--- src/rtl/kts_pkg.sv ---
// Package for the topological sort engine: field widths, parameter defaults,
// command and status codes. Depends on nothing.
package kts_pkg;

  localparam int NODE_W        = 6;
  localparam int CNT_W         = 7;
  localparam int STATUS_W      = 2;
  localparam int MAX_NODES_DEF = 64;
  localparam int MAX_EDGES_DEF = 256;

  localparam logic [CNT_W-1:0] NODE_COUNT_RST = 7'd64;

  localparam logic CMD_ADD = 1'b0;
  localparam logic CMD_RUN = 1'b1;

  localparam logic [STATUS_W-1:0] ST_OK    = 2'd0;
  localparam logic [STATUS_W-1:0] ST_FULL  = 2'd1;
  localparam logic [STATUS_W-1:0] ST_RANGE = 2'd2;

endpackage

--- src/rtl/kahn_topological_sort.sv ---
// Kahn topological sort engine over an insertion-ordered edge memory; uses kts_pkg.
// Add edge: the result is registered from S_RESP, after S_ADD2 writes the reverse edge when undirected.
// Run: S_CLR clears in-degrees, S_CNT counts them, S_SEED seeds the ready queue, then per node
// emitted (queue read, edge scan, result), over the stored edges and the live nodes.
// One item at a time: the next item is taken when the previous one's work is done.
// Reset clears control, edge count and node count (64); memories are not cleared.
module kahn_topological_sort #(
  parameter int MAX_NODES = kts_pkg::MAX_NODES_DEF,
  parameter int MAX_EDGES = kts_pkg::MAX_EDGES_DEF
) (
  input  logic                           clk,
  input  logic                           rst_n,
  input  logic                           in_valid,
  output logic                           in_ready,
  input  logic                           in_command,
  input  logic [kts_pkg::NODE_W-1:0]     in_src_node,
  input  logic [kts_pkg::NODE_W-1:0]     in_dst_node,
  input  logic                           in_directed,
  output logic                           out_valid,
  input  logic                           out_ready,
  output logic [kts_pkg::NODE_W-1:0]     out_node_id,
  output logic                           out_node_valid,
  output logic                           out_last,
  output logic                           out_cycle_found,
  output logic [kts_pkg::STATUS_W-1:0]   out_status,
  input  logic                           cfg_we,
  input  logic [kts_pkg::CNT_W-1:0]      cfg_wdata
);
  import kts_pkg::*;

  localparam int NAW = $clog2(MAX_NODES);
  localparam int NCW = $clog2(MAX_NODES + 1);
  localparam int EAW = (MAX_EDGES > 1) ? $clog2(MAX_EDGES) : 1;
  localparam int ETW = $clog2(MAX_EDGES + 1);
  localparam int DGW = ETW;

  localparam logic [3:0] S_IDLE = 4'd0;
  localparam logic [3:0] S_ADD2 = 4'd1;
  localparam logic [3:0] S_RESP = 4'd2;
  localparam logic [3:0] S_CLR  = 4'd3;
  localparam logic [3:0] S_CNT  = 4'd4;
  localparam logic [3:0] S_SEED = 4'd5;
  localparam logic [3:0] S_POP  = 4'd6;
  localparam logic [3:0] S_SCAN = 4'd7;

  logic [3:0]          state_r, state_nxt;
  logic [CNT_W-1:0]    node_count_r;
  logic [ETW-1:0]      etotal_r, etotal_nxt;
  logic [NCW-1:0]      head_r, head_nxt;
  logic [NCW-1:0]      tail_r, tail_nxt;
  logic                s1_v_r, s1_v_nxt;
  logic                s2_v_r, s2_v_nxt;
  logic                out_valid_r, out_valid_nxt;

  logic [NCW-1:0]      idx_r, idx_nxt;
  logic [ETW-1:0]      eidx_r, eidx_nxt;
  logic [NAW-1:0]      s2_addr_r, s2_addr_nxt;
  logic [NODE_W-1:0]   src_r, src_nxt;
  logic [NODE_W-1:0]   dst_r, dst_nxt;
  logic [NODE_W-1:0]   rsp_node_r, rsp_node_nxt;
  logic                rsp_nv_r, rsp_nv_nxt;
  logic                rsp_last_r, rsp_last_nxt;
  logic                rsp_cyc_r, rsp_cyc_nxt;
  logic [STATUS_W-1:0] rsp_status_r, rsp_status_nxt;
  logic [NODE_W-1:0]   out_node_r, out_node_nxt;
  logic                out_nv_r, out_nv_nxt;
  logic                out_last_r, out_last_nxt;
  logic                out_cyc_r, out_cyc_nxt;
  logic [STATUS_W-1:0] out_status_r, out_status_nxt;

  logic [2*NODE_W-1:0] edge_mem [MAX_EDGES];
  logic [DGW-1:0]      deg_mem [MAX_NODES];
  logic [NODE_W-1:0]   rq_mem [MAX_NODES];

  logic                e_we;
  logic [EAW-1:0]      e_wa, e_ra;
  logic [2*NODE_W-1:0] e_wd, e_q;
  logic                d_we, d_re;
  logic [NAW-1:0]      d_wa, d_ra;
  logic [DGW-1:0]      d_wd, d_q;
  logic                d_fwd_r;
  logic [DGW-1:0]      d_fwd_d_r;
  logic                q_we, q_re;
  logic [NAW-1:0]      q_wa, q_ra;
  logic [NODE_W-1:0]   q_wd, q_q;

  logic [NCW-1:0]      eff_n;
  logic [NODE_W-1:0]   e_src, e_dst;
  logic                dst_in, src_in, edge_go;
  logic [DGW-1:0]      deg_val;
  logic                bad_range, store_full;

  always_ff @(posedge clk) begin
    if (e_we) begin
      edge_mem[e_wa] <= e_wd;
    end
    e_q <= edge_mem[e_ra];
  end

  always_ff @(posedge clk) begin
    if (d_we) begin
      deg_mem[d_wa] <= d_wd;
    end
    d_q       <= deg_mem[d_ra];
    d_fwd_r   <= d_we && d_re && (d_wa == d_ra);
    d_fwd_d_r <= d_wd;
  end

  always_ff @(posedge clk) begin
    if (q_we) begin
      rq_mem[q_wa] <= q_wd;
    end
    if (q_re) begin
      q_q <= rq_mem[q_ra];
    end
  end

  assign eff_n = (node_count_r > CNT_W'(MAX_NODES)) ? NCW'(MAX_NODES)
                                                    : node_count_r[NCW-1:0];
  assign e_src   = e_q[2*NODE_W-1:NODE_W];
  assign e_dst   = e_q[NODE_W-1:0];
  assign src_in  = CNT_W'(e_src) < CNT_W'(eff_n);
  assign dst_in  = CNT_W'(e_dst) < CNT_W'(eff_n);
  assign edge_go = eidx_r < etotal_r;
  assign deg_val = d_fwd_r ? d_fwd_d_r : d_q;

  assign bad_range  = (CNT_W'(in_src_node) >= CNT_W'(eff_n)) ||
                      (CNT_W'(in_dst_node) >= CNT_W'(eff_n));
  assign store_full = in_directed ? (etotal_r == ETW'(MAX_EDGES))
                                  : (etotal_r >= ETW'(MAX_EDGES - 1));

  assign in_ready        = (state_r == S_IDLE);
  assign out_valid       = out_valid_r;
  assign out_node_id     = out_node_r;
  assign out_node_valid  = out_nv_r;
  assign out_last        = out_last_r;
  assign out_cycle_found = out_cyc_r;
  assign out_status      = out_status_r;

  always_comb begin
    state_nxt      = state_r;
    etotal_nxt     = etotal_r;
    head_nxt       = head_r;
    tail_nxt       = tail_r;
    s1_v_nxt       = 1'b0;
    s2_v_nxt       = 1'b0;
    out_valid_nxt  = out_valid_r && !out_ready;
    idx_nxt        = idx_r;
    eidx_nxt       = eidx_r;
    s2_addr_nxt    = s2_addr_r;
    src_nxt        = src_r;
    dst_nxt        = dst_r;
    rsp_node_nxt   = rsp_node_r;
    rsp_nv_nxt     = rsp_nv_r;
    rsp_last_nxt   = rsp_last_r;
    rsp_cyc_nxt    = rsp_cyc_r;
    rsp_status_nxt = rsp_status_r;
    out_node_nxt   = out_node_r;
    out_nv_nxt     = out_nv_r;
    out_last_nxt   = out_last_r;
    out_cyc_nxt    = out_cyc_r;
    out_status_nxt = out_status_r;
    e_we           = 1'b0;
    e_wa           = etotal_r[EAW-1:0];
    e_wd           = {dst_r, src_r};
    e_ra           = eidx_r[EAW-1:0];
    d_we           = 1'b0;
    d_wa           = s2_addr_r;
    d_wd           = '0;
    d_re           = 1'b0;
    d_ra           = idx_r[NAW-1:0];
    q_we           = 1'b0;
    q_wa           = tail_r[NAW-1:0];
    q_wd           = NODE_W'(s2_addr_r);
    q_re           = 1'b0;
    q_ra           = head_r[NAW-1:0];

    unique case (state_r)
      S_IDLE: begin
        if (in_valid) begin
          unique case (in_command)
            CMD_RUN: begin
              idx_nxt   = '0;
              state_nxt = S_CLR;
            end
            CMD_ADD: begin
              src_nxt      = in_src_node;
              dst_nxt      = in_dst_node;
              rsp_node_nxt = '0;
              rsp_nv_nxt   = 1'b0;
              rsp_last_nxt = 1'b1;
              rsp_cyc_nxt  = 1'b0;
              state_nxt    = S_RESP;
              if (bad_range) begin
                rsp_status_nxt = ST_RANGE;
              end else if (store_full) begin
                rsp_status_nxt = ST_FULL;
              end else begin
                rsp_status_nxt = ST_OK;
                e_we           = 1'b1;
                e_wd           = {in_src_node, in_dst_node};
                etotal_nxt     = etotal_r + ETW'(1);
                if (!in_directed) begin
                  state_nxt = S_ADD2;
                end
              end
            end
          endcase
        end
      end
      S_ADD2: begin
        e_we       = 1'b1;
        e_wd       = {dst_r, src_r};
        etotal_nxt = etotal_r + ETW'(1);
        state_nxt  = S_RESP;
      end
      S_RESP: begin
        if (!out_valid_r || out_ready) begin
          out_valid_nxt  = 1'b1;
          out_node_nxt   = rsp_node_r;
          out_nv_nxt     = rsp_nv_r;
          out_last_nxt   = rsp_last_r;
          out_cyc_nxt    = rsp_cyc_r;
          out_status_nxt = rsp_status_r;
          state_nxt      = rsp_last_r ? S_IDLE : S_POP;
        end
      end
      S_CLR: begin
        if (idx_r < eff_n) begin
          d_we    = 1'b1;
          d_wa    = idx_r[NAW-1:0];
          idx_nxt = idx_r + NCW'(1);
        end else begin
          eidx_nxt  = '0;
          head_nxt  = '0;
          tail_nxt  = '0;
          state_nxt = S_CNT;
        end
      end
      S_CNT: begin
        if (edge_go) begin
          s1_v_nxt = 1'b1;
          eidx_nxt = eidx_r + ETW'(1);
        end
        if (s1_v_r && src_in && dst_in) begin
          d_re        = 1'b1;
          d_ra        = e_dst[NAW-1:0];
          s2_v_nxt    = 1'b1;
          s2_addr_nxt = e_dst[NAW-1:0];
        end
        if (s2_v_r) begin
          d_we = 1'b1;
          d_wd = deg_val + DGW'(1);
        end
        if (!edge_go && !s1_v_r && !s2_v_r) begin
          idx_nxt   = '0;
          state_nxt = S_SEED;
        end
      end
      S_SEED: begin
        if (idx_r < eff_n) begin
          d_re        = 1'b1;
          s2_v_nxt    = 1'b1;
          s2_addr_nxt = idx_r[NAW-1:0];
          idx_nxt     = idx_r + NCW'(1);
        end
        if (s2_v_r && deg_val == '0) begin
          q_we     = 1'b1;
          tail_nxt = tail_r + NCW'(1);
        end
        if (!(idx_r < eff_n) && !s2_v_r) begin
          state_nxt = S_POP;
        end
      end
      S_POP: begin
        if (head_r == tail_r) begin
          rsp_node_nxt   = '0;
          rsp_nv_nxt     = 1'b0;
          rsp_last_nxt   = 1'b1;
          rsp_cyc_nxt    = head_r < eff_n;
          rsp_status_nxt = ST_OK;
          state_nxt      = S_RESP;
        end else begin
          q_re      = 1'b1;
          head_nxt  = head_r + NCW'(1);
          eidx_nxt  = '0;
          state_nxt = S_SCAN;
        end
      end
      S_SCAN: begin
        if (edge_go) begin
          s1_v_nxt = 1'b1;
          eidx_nxt = eidx_r + ETW'(1);
        end
        if (s1_v_r && (e_src == q_q) && dst_in) begin
          d_re        = 1'b1;
          d_ra        = e_dst[NAW-1:0];
          s2_v_nxt    = 1'b1;
          s2_addr_nxt = e_dst[NAW-1:0];
        end
        if (s2_v_r && deg_val != '0) begin
          d_we = 1'b1;
          d_wd = deg_val - DGW'(1);
          if (deg_val == DGW'(1) && tail_r < NCW'(MAX_NODES)) begin
            q_we     = 1'b1;
            tail_nxt = tail_r + NCW'(1);
          end
        end
        if (!edge_go && !s1_v_r && !s2_v_r) begin
          rsp_node_nxt   = q_q;
          rsp_nv_nxt     = 1'b1;
          rsp_last_nxt   = (head_r == tail_r);
          rsp_cyc_nxt    = (head_r == tail_r) && (head_r < eff_n);
          rsp_status_nxt = ST_OK;
          state_nxt      = S_RESP;
        end
      end
      default: begin
        state_nxt = S_IDLE;
      end
    endcase
  end

  always_ff @(posedge clk) begin
    if (!rst_n) begin
      state_r      <= S_IDLE;
      node_count_r <= NODE_COUNT_RST;
      etotal_r     <= '0;
      head_r       <= '0;
      tail_r       <= '0;
      s1_v_r       <= 1'b0;
      s2_v_r       <= 1'b0;
      out_valid_r  <= 1'b0;
    end else begin
      state_r     <= state_nxt;
      etotal_r    <= etotal_nxt;
      head_r      <= head_nxt;
      tail_r      <= tail_nxt;
      s1_v_r      <= s1_v_nxt;
      s2_v_r      <= s2_v_nxt;
      out_valid_r <= out_valid_nxt;
      if (cfg_we) begin
        node_count_r <= cfg_wdata;
      end
    end
  end

  always_ff @(posedge clk) begin
    idx_r        <= idx_nxt;
    eidx_r       <= eidx_nxt;
    s2_addr_r    <= s2_addr_nxt;
    src_r        <= src_nxt;
    dst_r        <= dst_nxt;
    rsp_node_r   <= rsp_node_nxt;
    rsp_nv_r     <= rsp_nv_nxt;
    rsp_last_r   <= rsp_last_nxt;
    rsp_cyc_r    <= rsp_cyc_nxt;
    rsp_status_r <= rsp_status_nxt;
    out_node_r   <= out_node_nxt;
    out_nv_r     <= out_nv_nxt;
    out_last_r   <= out_last_nxt;
    out_cyc_r    <= out_cyc_nxt;
    out_status_r <= out_status_nxt;
  end

  // The ready queue never pops past what was pushed.
  a_head_le_tail: assert property (@(posedge clk) disable iff (!rst_n)
    head_r <= tail_r)
    else $error("queue head passed tail");

  a_edges_bounded: assert property (@(posedge clk) disable iff (!rst_n)
    etotal_r <= ETW'(MAX_EDGES))
    else $error("edge count exceeds store depth");

  a_empty_is_last: assert property (@(posedge clk) disable iff (!rst_n)
    out_valid_r && !out_nv_r |-> out_last_r)
    else $error("item without a node is not marked last");

  a_busy_after_accept: assert property (@(posedge clk) disable iff (!rst_n)
    in_valid && in_ready |=> !in_ready)
    else $error("second item taken before the first finished");

  a_stage2_in_pass: assert property (@(posedge clk) disable iff (!rst_n)
    s2_v_r |-> (state_r == S_CNT || state_r == S_SEED || state_r == S_SCAN))
    else $error("in-degree update pending outside a memory pass");

endmodule

--- config.mk ---
export PLATFORM = sky130hd
export DESIGN_NAME = kahn_topological_sort
export DESIGN_NICKNAME = d
export VERILOG_FILES = /design/src/rtl/kts_pkg.sv /design/src/rtl/kahn_topological_sort.sv
export SDC_FILE = /design/constraint.sdc
export NUM_CORES = 2
export LEC_CHECK = 0
export ABC_CLOCK_PERIOD_IN_PS = 40300
export BUFFER_PORTS_ARGS = -buffer_cell sky130_fd_sc_hd__buf_2
export CORE_MARGIN = 2
export CORE_UTILIZATION = 45
export CTS_CLUSTER_SIZE = 12
export DETAILED_ROUTE_END_ITERATION = 12
export SYNTH_ARGS = -nofsm -noshare
export SYNTH_HDL_FRONTEND = slang
export SYNTH_SLANG_ARGS = --single-unit
export TNS_END_PERCENT = 5
--- constraint.sdc ---
create_clock -name clk -period 40.3 [get_ports clk]
set_input_delay 4.03 -clock clk [delete_from_list [all_inputs] [get_ports clk]]
set_output_delay 4.03 -clock clk [all_outputs]
set_load 0.005 [all_outputs]
==> metrics <==
outcome=completed; total number of vias=77850; DR iter-0 viols=10270; Hold Slack=0.4139 ns; Worst Max-Slew Pin Slew=1.286 ns; ANT nets after route=0; largest net degree at the start of global routing=160; Seq pwr share=50.7%; NetSw=2.472 mW; cell internal pwr=7.390 mW; Core ar.=359200 sq um; gpl congestion=0.8616; Critical Path Sink Type=register; leakage=54.70 nW; Synth async-reset ratio=0%; max_cap viols=0; Die Height=605.0 um; final net count=7697; clk slew on worst S/H paths=0.06 ns; #FFs+latches synth=4161; Post-synth EDFFs=4094; Hold Path Class=reg2reg; deepest clock path buffer count=4; final slew viol count=0; Critical Path Source Type=input port; Die X=605.0 um; most frequent cells in the layout=edfxtp_1 (4094), mux4_2 (1144), nor2_1 (473), clkbuf_16 (427), nand2_1 (173); HPWL after detailed placement=246900 um; gr usage total=22.53%; Clk pwr share=36.8%; Worst VDD drop=0.00003942 V; commonest non-fill, non-tap cell in the layout=edfxtp_1; Final Power=9.862 mW; Clock Latency Late Sink=0.96 ns; largest cells by area after synthesis=edfxtp_1 (76%), mux4_2 (16%), nor2_1 (1.1%), mux2i_1 (1.0%), dfxtp_1 (0.83%); synthesized area=162500 sq um; Cell Pwr Density=54.50 nW/um^2; # Post-CTS Setup Buffers=0; CTS H-tree lvls=5; sequential area share after synthesis=76.46%; Net Sw Frac=25.06%; worst relative slew slack=14.27%; Arr. time, crit path=9.46 ns; Area Growth Syn to Fin=11.33%; Ys Warns=0; post-synth top area cell=edfxtp_1; syn nets=7530; Starting Density=45.25%; Post-Synthesis Mean Instance Area=21.82 sq um; I/O Pins=39; hold_buf cts=0; final std cells w/o fill=12670; Setup TNS=0 ns; Yosys cell types=86; PostCTS Resize Cnt=0; ys flop type=edfxtp_1; RSZ-0062 raised after global routing=no; grt ovf=0; vias in the first global route=76320; Initial DRT Pass Iterations=6; Clock Root Buffer=clkbuf_16; worst endpoint required time=40.84 ns; top achievable clock speed=112.1 MHz; critical path fanouts, max=20; vias per inst=6.143; Final Critical Period=8.919 ns; first-pass GRT wire length=589800 um; Final Cycle Share=22.13%; Routed Wire Length=413900 um; Rows=220; Synth top area share=75.64%; initial antenna violation count=17; CTS tree=built; drt drc=0; Post-Syn Instances=7450; count of input and output buffers=38; Setup Skew=0.06014 ns; TritonCTS Buffers=420; post-DR wirelength/cell=32.66 um; CP Class=in2reg; Final Setup Violations=0; Die Area=366000 sq um; share of cells above drive strength 1=24.64%; Sink Count=4161; Hold Vio Cnt, Final=0; Logic pwr share=12.5%; placed cell count=11970
==> cells by family (layout without fill, tap and decap cells) <==
group / Yosys count / in the layout / share of synthesized area [%]
fa+ha+maj: 54 / 54 / 0.4157
other cells: 0 / 15 / 0
buf+inv: 457 / 892 / 1.189
xor+xnor: 56 / 56 / 0.3018
simple gates: 961 / 961 / 2.689
compound gates: 429 / 429 / 1.896
flops: 4161 / 4161 / 76.46
mux: 1332 / 1332 / 17.04
==> Yosys cell counts (all sizes together) (16+ instances only) <==
master / number
edfxtp: 4094
mux4: 1144
nor2: 476
clkbuf: 237
buf: 189
nand2: 183
mux2i: 172
a211oi: 98
and3: 89
o21ai: 76
dfxtp: 67
nand3: 59
ha: 54
a21oi: 52
nor4: 45
o22ai: 32
xnor2: 32
inv: 29
a21o: 25
xor2: 24
a31o: 21
a31oi: 20
nor3: 20
o221ai: 20
nand4: 18
a221oi: 16
mux2: 16
==> registers in the layout (all words and copies together) (netlist names), 7 cells and up <==
signal / flops
deg_mem: 576
rq_mem: 384
head_r: 7
etotal_r: 9
eidx_r: 9
tail_r: 7
e_q: 12
d_q: 9
idx_r: 7
edge_mem: 3072
node_count_r: 7
d_fwd_d_r: 9
==> power by group through the flow <==
stage | combinational [mW] | clock, mW | sequential [mW]
2_1_floorplan | 0.723 | 0 | 5.09
3_3_place_gp | 1.23 | 0 | 5.09
3_5_place_dp | 1.24 | 0 | 5.09
4_1_cts | 1.24 | 3.68 | 5.00
5_1_grt | 1.30 | 3.84 | 5.00
6_report | 1.23 | 3.63 | 5.00
==> final timing paths <==
path                            depth (start not counted)  slack (ns)           start               end
worst max-delay path                                   15       31.38  in_dst_node[0]  edge_mem[104][5]
worst min-delay path                                    0        0.41        rsp_nv_r    out_node_valid
worst max register to register                          9       33.38       eidx_r[0]            e_q[1]
worst min register to register                          0        0.41        rsp_nv_r    out_node_valid
==> critical path, stage by stage <==
cell and delay [ns]:
buf_2 0.14, inv_1 0.10, ha_1 0.29, nand2b_1 0.16, a21o_1 0.18, a21o_1 0.18
a21o_1 0.19, a21o_1 0.18, a211oi_1 0.51, a31oi_4 0.13, buf_4 0.28, nand2_1 0.65
nand3_2 0.89, buf_4 0.57, nor2_1 0.92
==> layout make-up <==
cell class                 instances  area, sq um
fill                           28000       178300
sequential                      4161       124300
multi-input combinational       2832        36760
clock buffer                     557        11300
tap                             4773         5972
timing repair buffer             171         1289
clock inverter                   133         1185
inverter                          31        117.6
antenna                           15        37.54
==> per-layer routing <==
metal | vias to the layer above | wire length [um] | GRT usage (%)
li1 | 31580 | - | -
met3 | 522 | 40600 | 5.172
met5 | - | 50 | 0
met4 | 8 | 8777 | 4.878
met2 | 4061 | 190000 | 33.97
met1 | 41680 | 174500 | 33.75
==> per-stage QoR <==
step | util [%] | worst slack (ns) | area, sq um
global route | 50.36 | 31.17 | 180900
detailed placement | 46.89 | 30.49 | 168400
floorplan | - | 22.19 | 162500
global placement | 46.89 | 30.43 | 168400
finish | 50.37 | 31.38 | 181000
CTS | 50.36 | 31.49 | 180900
No activity file was read; power rests on OpenSTA's default activity.
